### config.mk
export PLATFORM = sky130hd
export DESIGN_NAME = ttp_cfg
export DESIGN_NICKNAME = d
export VERILOG_FILES = /design/src/sv/ttp_pkg.sv /design/src/sv/ttp_cfg.sv
export SDC_FILE = /design/constraint.sdc
export NUM_CORES = 1
export LEC_CHECK = 0
export BUFFER_PORTS_ARGS = -buffer_cell sky130_fd_sc_hd__buf_2
export CAP_MARGIN = 20
export CORE_ASPECT_RATIO = 1.4
export CORE_MARGIN = 2
export CORE_UTILIZATION = 40
export DETAILED_ROUTE_END_ITERATION = 8
export GPL_ROUTABILITY_DRIVEN = 0
export HOLD_SLACK_MARGIN = 0.08
export PLACE_DENSITY = 0.77
export RECOVER_POWER = 100
export SYNTH_ARGS = -nofsm -noshare
export SYNTH_HDL_FRONTEND = slang
export SYNTH_SLANG_ARGS = --single-unit
### constraint.sdc
create_clock -name clk -period 1.2 [get_ports clk]
set_input_delay 0.06 -clock clk [delete_from_list [all_inputs] [get_ports clk]]
set_output_delay 0.06 -clock clk [all_outputs]
set_load 0.03 [all_outputs]
### src/sv/ttp_pkg.sv
// Shared types, constants and fixed-point helpers for the thermal throttle predictor.
package ttp_pkg;

  localparam int unsigned DVD_W = 60;  // dividend width of the serial divider
  localparam int unsigned DVS_W = 58;  // divisor width
  localparam int unsigned QUO_W = 18;  // quotient bits, one per cycle

  localparam int unsigned ADDR_W = 6;

  localparam logic [2:0] REG_ALPHA   = 3'd0;
  localparam logic [2:0] REG_HORIZON = 3'd1;
  localparam logic [2:0] REG_RECOV   = 3'd2;
  localparam logic [2:0] REG_RAMP    = 3'd3;
  localparam logic [2:0] REG_CKPT    = 3'd4;
  localparam logic [2:0] REG_FPS     = 3'd5;
  localparam logic [2:0] REG_RATE    = 3'd6;

  localparam logic [16:0] ALPHA_RST   = 17'd6554;
  localparam logic [31:0] HORIZON_RST = 32'd5000000;
  localparam logic [31:0] RECOV_RST   = 32'd10000000;
  localparam logic [31:0] RAMP_RST    = 32'd2000000;

  localparam logic [16:0] Q16_ONE = 17'd65536;
  localparam logic [15:0] L_ONE   = 16'd16384;
  localparam logic [15:0] L_MAX   = 16'd49152;
  localparam logic [47:0] DT_MIN  = 48'd1000;

  typedef struct packed {
    logic [16:0] alpha;
    logic [31:0] horizon;
    logic [31:0] recov;
    logic [31:0] ramp;
    logic        ckpt_en;
    logic [63:0] fps_table;
    logic [63:0] rate_table;
  } cfg_regs_t;

  typedef struct packed {
    logic fps;
    logic rate;
  } tbl_wr_t;

  function automatic logic [15:0] tbl_entry(logic [63:0] tbl, logic [1:0] idx);
    return tbl[{idx, 4'b0000} +: 16];
  endfunction

  // a + (b-a)*t/2^14 rounded to nearest, t <= 2^14
  function automatic logic [15:0] blend14(logic [15:0] a, logic [15:0] b, logic [14:0] t);
    logic [30:0] p;
    if (b >= a) begin
      p = 31'((b - a) * t) + 31'd8192;
      return a + p[29:14];
    end
    p = 31'((a - b) * t) + 31'd8192;
    return a - p[29:14];
  endfunction

  // a + (b-a)*t/2^16 rounded to nearest, t <= 2^16
  function automatic logic [15:0] blend16(logic [15:0] a, logic [15:0] b, logic [16:0] t);
    logic [33:0] p;
    if (b >= a) begin
      p = 34'((b - a) * t) + 34'd32768;
      return a + p[31:16];
    end
    p = 34'((a - b) * t) + 34'd32768;
    return a - p[31:16];
  endfunction

  function automatic logic [15:0] map_level(logic [63:0] tbl, logic [15:0] lvl);
    logic [1:0]  seg;
    logic [14:0] frac;
    seg  = lvl[15:14];
    frac = {1'b0, lvl[13:0]};
    if (seg == 2'd3) begin
      seg  = 2'd2;
      frac = 15'd16384;
    end
    return blend14(tbl_entry(tbl, seg), tbl_entry(tbl, seg + 2'd1), frac);
  endfunction

endpackage

### src/sv/ttp_cfg.sv
// APB register file for the predictor settings and rate tables.
module ttp_cfg (
  input  logic                        clk,
  input  logic                        rst_n,
  input  logic                        cfg_psel,
  input  logic                        cfg_penable,
  input  logic                        cfg_pwrite,
  input  logic [ttp_pkg::ADDR_W-1:0]  cfg_paddr,
  input  logic [63:0]                 cfg_pwdata,
  output logic [63:0]                 cfg_prdata,
  output logic                        cfg_pready,
  output ttp_pkg::cfg_regs_t          regs,
  output ttp_pkg::tbl_wr_t            tbl_wr
);
  import ttp_pkg::*;

  cfg_regs_t  regs_r;
  logic       wr_en;
  logic [2:0] idx;

  assign cfg_pready = 1'b1;
  assign wr_en      = cfg_psel & cfg_penable & cfg_pwrite;
  assign idx        = cfg_paddr[5:3];

  always_ff @(posedge clk) begin
    if (!rst_n) begin
      regs_r.alpha      <= ALPHA_RST;
      regs_r.horizon    <= HORIZON_RST;
      regs_r.recov      <= RECOV_RST;
      regs_r.ramp       <= RAMP_RST;
      regs_r.ckpt_en    <= 1'b1;
      regs_r.fps_table  <= '0;
      regs_r.rate_table <= '0;
    end else if (wr_en) begin
      unique case (idx)
        REG_ALPHA:   regs_r.alpha      <= cfg_pwdata[16:0];
        REG_HORIZON: regs_r.horizon    <= cfg_pwdata[31:0];
        REG_RECOV:   regs_r.recov      <= cfg_pwdata[31:0];
        REG_RAMP:    regs_r.ramp       <= cfg_pwdata[31:0];
        REG_CKPT:    regs_r.ckpt_en    <= cfg_pwdata[0];
        REG_FPS:     regs_r.fps_table  <= cfg_pwdata;
        REG_RATE:    regs_r.rate_table <= cfg_pwdata;
        default: ;
      endcase
    end
  end

  always_comb begin
    unique case (idx)
      REG_ALPHA:   cfg_prdata = {47'b0, regs_r.alpha};
      REG_HORIZON: cfg_prdata = {32'b0, regs_r.horizon};
      REG_RECOV:   cfg_prdata = {32'b0, regs_r.recov};
      REG_RAMP:    cfg_prdata = {32'b0, regs_r.ramp};
      REG_CKPT:    cfg_prdata = {63'b0, regs_r.ckpt_en};
      REG_FPS:     cfg_prdata = regs_r.fps_table;
      REG_RATE:    cfg_prdata = regs_r.rate_table;
      default:     cfg_prdata = '0;
    endcase
  end

  assign regs        = regs_r;
  assign tbl_wr.fps  = wr_en && (idx == REG_FPS);
  assign tbl_wr.rate = wr_en && (idx == REG_RATE);
endmodule
==> impl_summary.md <==
Logic synthesis
The post-synthesis net count is 1215. The share of synthesized area in the top cell type comes to 44.9%. For this run, the number of Yosys warnings is 0. The distinct cell type count of the synthesized netlist is 38. The synthesized design contains 242 register bits. Sorting the synthesized cells by area gives the leading types as sky130_fd_sc_hd__dfxtp_1 (45%), sky130_fd_sc_hd__mux2i_1 (23%), sky130_fd_sc_hd__nand2_1 (10%), sky130_fd_sc_hd__a22o_1 (2.9%), sky130_fd_sc_hd__mux2_2 (2.3%). The gate count after technology mapping is 1140. For this run, the register share of the synthesized area comes to 44.9%.

The most used flip-flop cell after synthesis is sky130_fd_sc_hd__dfxtp_1. The share of flip-flops with an asynchronous set or reset is 0%. The mapped netlist covers 0.0108 sq mm.

Yosys mapped a number of flops with a built-in enable equal to 0. The biggest area contributor in the post-synthesis netlist is sky130_fd_sc_hd__dfxtp_1. The average cell area after synthesis is 9.46 sq um.

CTS
CTS placed an instance of sky130_fd_sc_hd__clkbuf_16 at the clock tree root. The total CTS buffers is 23. The depth of the CTS H-tree is 1. The maximum clock path buffer count is 3. The clock reaches the later pin of the worst-skew pair after 520 ps.

The clock-pin slew on the worst setup and hold paths is 60 ps. The TritonCTS clock tree is yes. The clock drives 242 sinks.

Critical path
Of all nets on the critical path, the largest fanout is 3. The worst setup path is of the reg -> out kind. The startpoint kind of the worst setup timing path is a flop. Among all stages on the critical path, the largest delay is contributed by sky130_fd_sc_hd__dfxtp_2. The depth of the worst register-to-register path is 3. For this run, the slowest stage of the critical path takes 330 ps. The endpoint of the lowest-slack register-to-register path is regs[107]. The startpoint of the most critical register-to-register path is regs[107]. The register-to-register setup slack is 310 ps.

The element type at the critical path end is a primary output. Walking the worst path, the cells encountered are mux2_2 -> a221oi_2 -> a21oi_2 -> buf_6. At the worst endpoint, the required time is 1140 ps. Tracing the worst setup path back leads to its startpoint at regs[179]. Data on the critical path arrives at its endpoint at 1620 ps.

Job
The max-capacitance violation count is 0.

Routing
The number of DRC violations after detailed routing is 0. The first-pass iteration count of the detailed router is 6. The final routed wire length divided by cell count is 23.6 microns. Across all layers, the routed design uses 12.0k vias. After detailed routing, the number of vias per cell comes to 5.77. The routed wire length is 49100 microns. The DRC marker count from the first detailed-route iteration is 813. Once detail routing completed, the nets flagged for antenna violations numbered 0.

Run status
The final reports fail on negative setup slack. The flow ran to the end, but the final reports show violations.

Power
Sequential cells burn 45.1% of the power. The worst-case IR drop observed on VDD is 823 uV. Cell internal power was estimated by the tool at 13.2 mW.

Net switching is 26.7% of the power. The leakage power total is 8.01 nW. The power per unit of standard cell area is 988 mW/mm^2. After layout, the design draws a total of 18.0 mW. Summed over all nets, the switching power comes to 4.81 mW. The share of total power in combinational logic is 13.8%. The clock network is responsible for 41.1% of the overall power.

Cells and area
The number of flip-flops under the largest register name is 242. In the final design database the tool counted 1814 nets. The area growth from synthesis to layout is 69.4%. Cells fill 68.5% of the core in the end.

The post-layout instance area is 0.0183 sq mm. The final standard cell count with taps included and fillers excluded is 2085. In the final layout, the share of cells above drive strength 1 is 50.9%.

STA
The number of hold-slack violations in the final timing report is 0. Static timing analysis puts the maximum clock frequency at 594 MHz. The final critical path takes up 140% of the cycle. The smallest setup slack after layout is -484 ps. At the pin with the least slew margin, the transition time is 621 ps.

The number of max-slew violations in the final report is 0. Measured against its own limit, the worst slew margin works out to 58.6%. Setup repair after global routing could not meet its margin everywhere. The number of endpoints failing setup at the final stage is 289. Clock skew on the completed layout was measured at 0 ps. The worst hold margin is 194 ps. Setup total negative slack on the finished layout was measured at -38050 ps. Subtracting the final worst setup slack from the clock period gives 1680 ps.

Floorplan
The count of standard-cell rows is 71. The floorplan die width is 143 microns. From bottom edge to top edge, the die measures 198 microns. The die covers 0.0283 sq mm. The region available for standard cell placement spans 0.0267 sq mm. The initial core utilization is 40.5%.

In this run the count of I/O pins placed on the die edge is 384.

Hold path
Along the worst hold path, the cell count comes to 5. The hold path startpoint is cfg_penable. The path with the worst hold slack has its endpoint at regs[204]. The class of the worst hold path is in -> reg.

Placement
Prior to clock tree synthesis, the placed netlist has a worst setup slack of -227 ps. The number of buffer cells added on primary ports is 379. The wire-length estimate of the detail-placed layout is 28400 microns. The instance area at placement is 0.0145 sq mm. The number of placed instances, taps included, is 1902.

Global routing
Global routing used 30.6% of the available tracks. The number of antenna violations at the first check in global routing came to 2. The wire length of the first global-routing pass is 67800 microns. The largest net degree at the start of global routing is 45.

The via count of the first global-routing pass came to 12.2k. The overall overflow remaining after global route is 0.
repair_timing:
action | 4_1_cts | 5_1_grt
pin swaps | 43 | 22
hold buffers | 65 | 0
cloned | 2 | 2
resized for setup | 498 | 175
endpoints found under the setup margin | 142 | 165
buffers inserted | 61 | 22
endpoints found under the hold margin | 242 | 0
cell usage in the layout, fill, tap and decap left out, drive strengths merged, types with 25 or more instances in the layout:
| cell | n |
|---|---|
| a22o | 36 |
| inv | 25 |
| mux2i | 245 |
| dfxtp | 242 |
| clkbuf | 150 |
| dlygate4sd3 | 65 |
| buf | 490 |
| o21ai | 39 |
| nand2 | 287 |
how the worst max path moves through the flow:
stage	to	slack [ps]	depth (start not counted)
after floorplan	cfg_prdata[17]	-40	5
after global placement	cfg_prdata[19]	-200	6
after detailed placement	cfg_prdata[2]	-230	7
after CTS	cfg_prdata[12]	-480	4
after global routing	cfg_prdata[18]	-530	4
final	cfg_prdata[18]	-480	4
worst max-delay path, delay by kind of cell (launching register included):
kind | cells | cell delay (ps)
flops | 1 | 330
mux | 1 | 260
compound gates | 2 | 360
buf+inv | 1 | 140
cells in the mapped netlist, drive strengths merged, types with 9 or more instances:
cell type  number
a21oi          18
a22o           36
a31oi          18
buf            50
clkbuf         51
dfxtp         242
inv            23
mux2           22
mux2i         245
nand2         287
o211ai         22
o21ai          39
o311ai          9
or2            13
layout make-up:
| class | count | area (sq um) |
|---|---|---|
| Clock inverter | 11 | 101 |
| Fill cell | 1758 | 8380 |
| Multi-Input combinational cell | 774 | 5950 |
| Timing Repair Buffer | 675 | 6020 |
| Antenna cell | 2 | 5.00 |
| Sequential cell | 242 | 5040 |
| Inverter | 23 | 86.3 |
| Clock buffer | 30 | 652 |
| Tap cell | 328 | 410 |
routing by layer:
layer | GRT usage [%] | vias to the layer above | part of all wire (%)
li1 | - | 5166 | -
met3 | 5.44 | 256 | 7.8
met1 | 32.7 | 5815 | 34
met4 | 20.0 | 0 | 7.6
met5 | 0 | - | 0
met2 | 54.8 | 796 | 51
power by group through the flow:
stage                     registers, mW  logic (mW)  clock network (mW)
after floorplan                    8.45       0.954                   0
after global placement             8.33        1.88                   0
after detailed placement           8.33        1.91                   0
after CTS                          8.13        2.34                7.45
after global routing               8.14        2.58                7.76
final                              8.14        2.49                7.41
kinds of logic after synthesis:
family	after synthesis	share of synthesized area, %
AOI/OAI and AO/OA	186	12.2
buffers and inverters	124	5.62
DFF	242	44.9
muxes	267	25.0
other	1	0.0348
and+or+nand+nor	320	12.1
Power figures use the tool's default switching activity.
