File: src/sv/ttp_pkg.sv
// Shared types, constants and fixed-point helpers for the thermal throttle predictor.
package ttp_pkg;

  localparam int unsigned DVD_W = 60;  // dividend width of the serial divider
  localparam int unsigned DVS_W = 58;  // divisor width
  localparam int unsigned QUO_W = 18;  // quotient bits, one per cycle

  localparam int unsigned ADDR_W = 6;

  localparam logic [2:0] REG_ALPHA   = 3'd0;
  localparam logic [2:0] REG_HORIZON = 3'd1;
  localparam logic [2:0] REG_RECOV   = 3'd2;
  localparam logic [2:0] REG_RAMP    = 3'd3;
  localparam logic [2:0] REG_CKPT    = 3'd4;
  localparam logic [2:0] REG_FPS     = 3'd5;
  localparam logic [2:0] REG_RATE    = 3'd6;

  localparam logic [16:0] ALPHA_RST   = 17'd6554;
  localparam logic [31:0] HORIZON_RST = 32'd5000000;
  localparam logic [31:0] RECOV_RST   = 32'd10000000;
  localparam logic [31:0] RAMP_RST    = 32'd2000000;

  localparam logic [16:0] Q16_ONE = 17'd65536;
  localparam logic [15:0] L_ONE   = 16'd16384;
  localparam logic [15:0] L_MAX   = 16'd49152;
  localparam logic [47:0] DT_MIN  = 48'd1000;

  typedef struct packed {
    logic [16:0] alpha;
    logic [31:0] horizon;
    logic [31:0] recov;
    logic [31:0] ramp;
    logic        ckpt_en;
    logic [63:0] fps_table;
    logic [63:0] rate_table;
  } cfg_regs_t;

  typedef struct packed {
    logic fps;
    logic rate;
  } tbl_wr_t;

  function automatic logic [15:0] tbl_entry(logic [63:0] tbl, logic [1:0] idx);
    return tbl[{idx, 4'b0000} +: 16];
  endfunction

  // a + (b-a)*t/2^14 rounded to nearest, t <= 2^14
  function automatic logic [15:0] blend14(logic [15:0] a, logic [15:0] b, logic [14:0] t);
    logic [30:0] p;
    if (b >= a) begin
      p = 31'((b - a) * t) + 31'd8192;
      return a + p[29:14];
    end
    p = 31'((a - b) * t) + 31'd8192;
    return a - p[29:14];
  endfunction

  // a + (b-a)*t/2^16 rounded to nearest, t <= 2^16
  function automatic logic [15:0] blend16(logic [15:0] a, logic [15:0] b, logic [16:0] t);
    logic [33:0] p;
    if (b >= a) begin
      p = 34'((b - a) * t) + 34'd32768;
      return a + p[31:16];
    end
    p = 34'((a - b) * t) + 34'd32768;
    return a - p[31:16];
  endfunction

  function automatic logic [15:0] map_level(logic [63:0] tbl, logic [15:0] lvl);
    logic [1:0]  seg;
    logic [14:0] frac;
    seg  = lvl[15:14];
    frac = {1'b0, lvl[13:0]};
    if (seg == 2'd3) begin
      seg  = 2'd2;
      frac = 15'd16384;
    end
    return blend14(tbl_entry(tbl, seg), tbl_entry(tbl, seg + 2'd1), frac);
  endfunction

endpackage

File: src/sv/ttp_div.sv
// Restoring divider that settles one quotient bit per cycle.
module ttp_div (
  input  logic                       clk,
  input  logic                       rst_n,
  input  logic                       start,
  input  logic [ttp_pkg::DVD_W-1:0]  dvd,
  input  logic [ttp_pkg::DVS_W-1:0]  dvs,
  output logic                       busy,
  output logic                       done,
  output logic [ttp_pkg::QUO_W-1:0]  quo
);
  import ttp_pkg::*;

  localparam int unsigned DSH_W = DVS_W + QUO_W - 1;
  localparam int unsigned CNT_W = $clog2(QUO_W + 1);

  logic             busy_r, done_r;
  logic [CNT_W-1:0] cnt_r;
  logic [DVD_W-1:0] rem_r;
  logic [DSH_W-1:0] dsh_r;
  logic [QUO_W-1:0] quo_r;
  logic             ge;

  assign ge = {{(DSH_W - DVD_W){1'b0}}, rem_r} >= dsh_r;

  always_ff @(posedge clk) begin
    if (!rst_n) begin
      busy_r <= 1'b0;
      done_r <= 1'b0;
      cnt_r  <= '0;
    end else begin
      done_r <= 1'b0;
      if (start) begin
        busy_r <= 1'b1;
        cnt_r  <= CNT_W'(QUO_W);
      end else if (busy_r) begin
        cnt_r <= cnt_r - 1'b1;
        if (cnt_r == CNT_W'(1)) begin
          busy_r <= 1'b0;
          done_r <= 1'b1;
        end
      end
    end
  end

  always_ff @(posedge clk) begin
    if (start) begin
      rem_r <= dvd;
      dsh_r <= {dvs, {(QUO_W - 1){1'b0}}};
      quo_r <= '0;
    end else if (busy_r) begin
      if (ge) rem_r <= rem_r - dsh_r[DVD_W-1:0];
      quo_r <= {quo_r[QUO_W-2:0], ge};
      dsh_r <= dsh_r >> 1;
    end
  end

  assign busy = busy_r;
  assign done = done_r;
  assign quo  = quo_r;

  a_no_restart: assert property (@(posedge clk) disable iff (!rst_n) start |-> !busy_r)
    else $error("divider started while busy");
  a_done_after_busy: assert property (@(posedge clk) disable iff (!rst_n)
    done_r |-> $past(busy_r))
    else $error("divider done without a run");
  a_done_pulse: assert property (@(posedge clk) disable iff (!rst_n) done_r |=> !done_r)
    else $error("divider done held");
endmodule

File: config.mk
export PLATFORM = sky130hd
export DESIGN_NAME = ttp_div
export DESIGN_NICKNAME = d
export VERILOG_FILES = /design/src/sv/ttp_pkg.sv /design/src/sv/ttp_div.sv
export SDC_FILE = /design/constraint.sdc
export NUM_CORES = 1
export LEC_CHECK = 0
export ABC_AREA = 1
export CAP_MARGIN = 20
export CORE_UTILIZATION = 60
export CTS_BUF_LIST = sky130_fd_sc_hd__clkbuf_8
export DETAILED_ROUTE_END_ITERATION = 16
export DONT_BUFFER_PORTS = 1
export GPL_TIMING_DRIVEN = 0
export PLACE_DENSITY_LB_ADDON = 0.12
export SETUP_SLACK_MARGIN = 0.05
export SLEW_MARGIN = 20
export SYNTH_ARGS = -nofsm -noshare
export SYNTH_HDL_FRONTEND = slang
export SYNTH_SLANG_ARGS = --single-unit
export TNS_END_PERCENT = 1
File: constraint.sdc
create_clock -name clk -period 8.4 [get_ports clk]
set_input_delay 1.68 -clock clk [delete_from_list [all_inputs] [get_ports clk]]
set_output_delay 1.68 -clock clk [all_outputs]
set_load 0.01 [all_outputs]
==> reports/metrics.sh <==
FIN_SETUP_TNS_NS=0
CTS_SINKS=160
GRT_SETUP_UNREPAIRED='no'
MAX_FREQ_GHz=0.2627
FINALSETUPVIOLATIONS=0
MAXIMUM_CLOCK_INSERTION_BUFFER_COUNT=2
SYNTH_CELL_TYPE_COUNT=39
FINISH.NET_COUNT=2008
SYNTH.YOSYS.SEQ_AREA_SHARE=0.3687
GRT_START_MAX_NET_PINS=36
CP.REQUIRED_NS=8.58
DETAIL_ROUTE.DRC_VIOLATIONS=0
SYNTH_ASYNC_SR_FLOP_SHARE=0
FF_LATCH_AREA_SQ_UM=4384
LAYOUT_MIN_CYCLE_TIME_NS=3.806
BOUNDARYPINS=141
PORT-BUFFER-COUNT=0
GROUTE.USAGE.OVERALL=0.3757
TRITONCTS='built'
STARTING_DENSITY_OF_THE_CORE=0.6109
NUMBER_OF_ANTENNA_REPAIR_DIODES=0
CTS_SETUP_BUFFERS=0
FINAL.PERIOD_UTILIZATION=0.4531
MULTI_INPUT_AREA_SQ_UM=6030
CRITPATHARRIVALTIME_NS=3.99
SYNTH_FA_HA_AREA_FRAC=0.06693
OUTCOME='completed'
FINAL_CELL_MIX='sky130_fd_sc_hd__nand2_1, sky130_fd_sc_hd__inv_1, sky130_fd_sc_hd__edfxtp_1, sky130_fd_sc_hd__nor2_1, sky130_fd_sc_hd__nand3_1'
WORST-SETUP-PATH-TYPE='input pin to register'
DIE-HEIGHT_MICRONS=142.8
CLK-INSERTION-DELAY-LATE_NS=0.52
GRT_FIRST_PASS_WIRELENGTH_MICRONS=56930
REPORT.FINAL.HOLD_VIOL_COUNT=0
GRT_ANTENNA_BEFORE_REPAIR=0
FIN_UTIL=0.6522
FINAL-MAX-SLEW-VIOLATION-COUNT=0
MEAN_CELL_AREA_OF_THE_MAPPED_NETLIST_SQ_UM=6.595
DRT-WIRELENGTH-PER-CELL_MICRONS=17.68
DRTITER0DRC=977
GP_ROUTABILITY_CONGESTION=0.9601
NUMBER_OF_GLOBAL_ROUTE_VIAS_BEFORE_REPAIR=10853
NUMBER_OF_VIAS_PER_CELL_AFTER_DETAILED_ROUTING=5.480
SYN_NETS=1987
AREA.GROWTH.SYNTH_TO_FINAL_PCT=6.756
FINAL_LAYOUT_SIZE_SUFFIX_GT1_FRAC=0.05063
PLACED_CELL_AREA_SQ_UM=12270
SYNTH-SEQ-CELLS=160
SLOWEST_STAGE='sky130_fd_sc_hd__clkbuf_1'
SYNTH-EDFF-COUNT=118
SYNTH_XOR_XNOR_AREA_SHARE=0.01031
POST_CTS_RESIZE_COUNT=0
WORST_SETUP_HOLD_PATH_CLK_SLEW_NS=0.10
PWR_DENSITY_CELL_nW_PER_UM2=198.8
SIMPLE_LOGIC_CELL_FRACTION_OF_THE_SYNTHESIZED_AREA=0.3469
CRIT_CHAIN='clkbuf_1, inv_2, buf_1, nand2_4, buf_12'
STARTPOINT_TYPE='input pin'
SYNTH_TOP_FLOP_CELL='sky130_fd_sc_hd__edfxtp_1'
MAPPEDNETLISTAREA_SQ_UM=11890
TOTALWIRELENGTH_MICRONS=37160
COMBINATIONAL_FAMILY_WITH_THE_MOST_AREA_AFTER_SYNTHESIS='simple AND/OR/NAND/NOR gates'
CP_MAX_FO=35
TOTAL_HALF_PERIMETER_WIRELENGTH_AFTER_LEGALIZATION_AND_DETAILED_PLACEMENT_MICRONS=30530
SETUP.WORST_PATH.END_CLASS='register'
MAXCAPVIOLCOUNT=0
POST_CTS_HOLD_BUFFER_COUNT=0
POSTLAYOUTCELLAREA_SQ_UM=12690
CLOCKROOTBUFFER='sky130_fd_sc_hd__clkbuf_8'
POST_SYNTH_MUX_AREA_SHARE=0
DRT_FIRST_PASS_ITERS=5
TIMING.MAX_SLEW.REL_SLACK=0.3451
SYN_INST=1803
FINAL.FILL_COUNT=1766
TRANSITION_TIME_AT_THE_PIN_WITH_THE_LEAST_SLEW_MARGIN_NS=0.9823
FP-ROW-COUNT=51
CRIT_PATH_MAX_INCR_DELAY_NS=0.65
SYNTH-COMPOUND-AREA-SHARE=0.08229
FINAL_COMMON_CELL='sky130_fd_sc_hd__nand2_1'
FLOORPLAN.CORE_AREA_SQ_UM=19460
NUMCTSBUFFERS=17
DIE_OUTLINE_AREA_SQ_UM=20380
DIE_W_MICRONS=142.8
WORSTHOLDPATHTYPE='register to register'
WORST_IR_DROP_VDD_mV=0.1467
YS_WARN_COUNT=0
GRT.OVERFLOW.TOTAL=0
FIN_WORST_SKEW_NS=0.03522
ANT_NETS=0
CTS.HTREE.LEVELS=4
LEAKAGE_nW=6.547
VIAS=11519
## synthesized netlist by cell type, types with 2 or more instances
cell type / instances / share of area
sky130_fd_sc_hd__inv_1: 358 / 0.11
sky130_fd_sc_hd__o22ai_1: 31 / 0.016
sky130_fd_sc_hd__nand2_1: 701 / 0.22
sky130_fd_sc_hd__nand3_2: 6 / 0.0051
sky130_fd_sc_hd__clkbuf_1: 24 / 0.0076
sky130_fd_sc_hd__nor3_2: 4 / 0.0034
sky130_fd_sc_hd__o21bai_1: 2 / 0.0013
sky130_fd_sc_hd__o21ai_1: 10 / 0.0042
sky130_fd_sc_hd__buf_1: 3 / 0.00095
sky130_fd_sc_hd__nand4_1: 15 / 0.0079
sky130_fd_sc_hd__nand3b_1: 9 / 0.0057
sky130_fd_sc_hd__nor2_2: 18 / 0.0095
sky130_fd_sc_hd__and2_1: 2 / 0.0011
sky130_fd_sc_hd__inv_2: 4 / 0.0013
sky130_fd_sc_hd__nor2_1: 105 / 0.033
sky130_fd_sc_hd__nor3_1: 8 / 0.0034
sky130_fd_sc_hd__or2_2: 12 / 0.0063
sky130_fd_sc_hd__nand2_2: 7 / 0.0037
sky130_fd_sc_hd__a22o_1: 7 / 0.0052
sky130_fd_sc_hd__ha_1: 62 / 0.065
sky130_fd_sc_hd__nand3_1: 99 / 0.042
sky130_fd_sc_hd__o21ai_0: 73 / 0.031
sky130_fd_sc_hd__nor4_1: 4 / 0.0021
sky130_fd_sc_hd__dfxtp_1: 42 / 0.071
sky130_fd_sc_hd__edfxtp_1: 118 / 0.30
sky130_fd_sc_hd__a21oi_1: 51 / 0.021
sky130_fd_sc_hd__buf_2: 4 / 0.0017
sky130_fd_sc_hd__xnor2_1: 13 / 0.0096
## per-layer routing
| layer | vias up | part of all wire | track usage |
|---|---|---|---|
| li1 | 5691 | - | - |
| met1 | 5257 | 0.44 | 0.4940 |
| met2 | 512 | 0.45 | 0.6115 |
| met3 | 59 | 0.082 | 0.07042 |
| met4 | 0 | 0.030 | 0.1432 |
| met5 | - | 0 | 0 |
## cell type report
type                            instances  share of cell area
Timing Repair Buffer                    2            0.003154
Tap cell                              265             0.02612
Clock inverter                         15             0.01469
Clock buffer                           17             0.01843
Buffer                                 31            0.009857
Inverter                              363              0.1073
Multi-Input combinational cell       1249              0.4750
Sequential cell                       160              0.3454
## path summary, 6_finish.rpt
kind / start / to / slack [ns] / depth (start not counted)
setup / recovery: start / rem_r[33]$_DFFE_PP_ / 4.59 / 5
hold / removal: cnt_r[4]$_SDFFE_PN0P_ / cnt_r[4]$_SDFFE_PN0P_ / 0.51 / 2
setup reg to reg: dsh_r[19]$_DFFE_PP_ / rem_r[33]$_DFFE_PP_ / 5.25 / 13
hold reg to reg: cnt_r[4]$_SDFFE_PN0P_ / cnt_r[4]$_SDFFE_PN0P_ / 0.51 / 2
## flip-flops by register name, indices dropped and copies added, names as in the netlist
signal	cells
quo	18
cnt_r	5
done	1
dsh_r	75
busy	1
rem_r	60
## report_power, final
part / leakage, nW / internal [mW] / switching, mW
logic: 4.79 / 0.292 / 0.659
registers: 1.54 / 0.935 / 0.0245
clock network: 0.212 / 0.232 / 0.381
## metrics by stage
step                      worst slack, ns  std cells  power, mW  hold WS, ns
after floorplan                     4.304       1803      1.636       0.4322
after CTS                           4.638       2102      2.510       0.4991
final                               4.594       2102      2.523       0.5069
after global routing                4.576       2102      2.672       0.5128
after global placement              2.571       2068      1.884       0.4570
after detailed placement            4.149       2070      1.907       0.4770
## cells by family after synthesis
| group | Yosys count |
|---|---|
| AND/OR/NAND/NOR | 993 |
| buffers and inverters | 394 |
| AO/OA/AOI/OAI | 179 |
| flip-flops | 160 |
| adder cells (fa/ha/maj) | 63 |
| XOR/XNOR | 14 |
## worst max-delay path: cells and delay by family
family / cells / cell delay [ns]
buf+inv: 4 / 1.74
simple gates: 1 / 0.52
(Power assumes the default switching activity.)
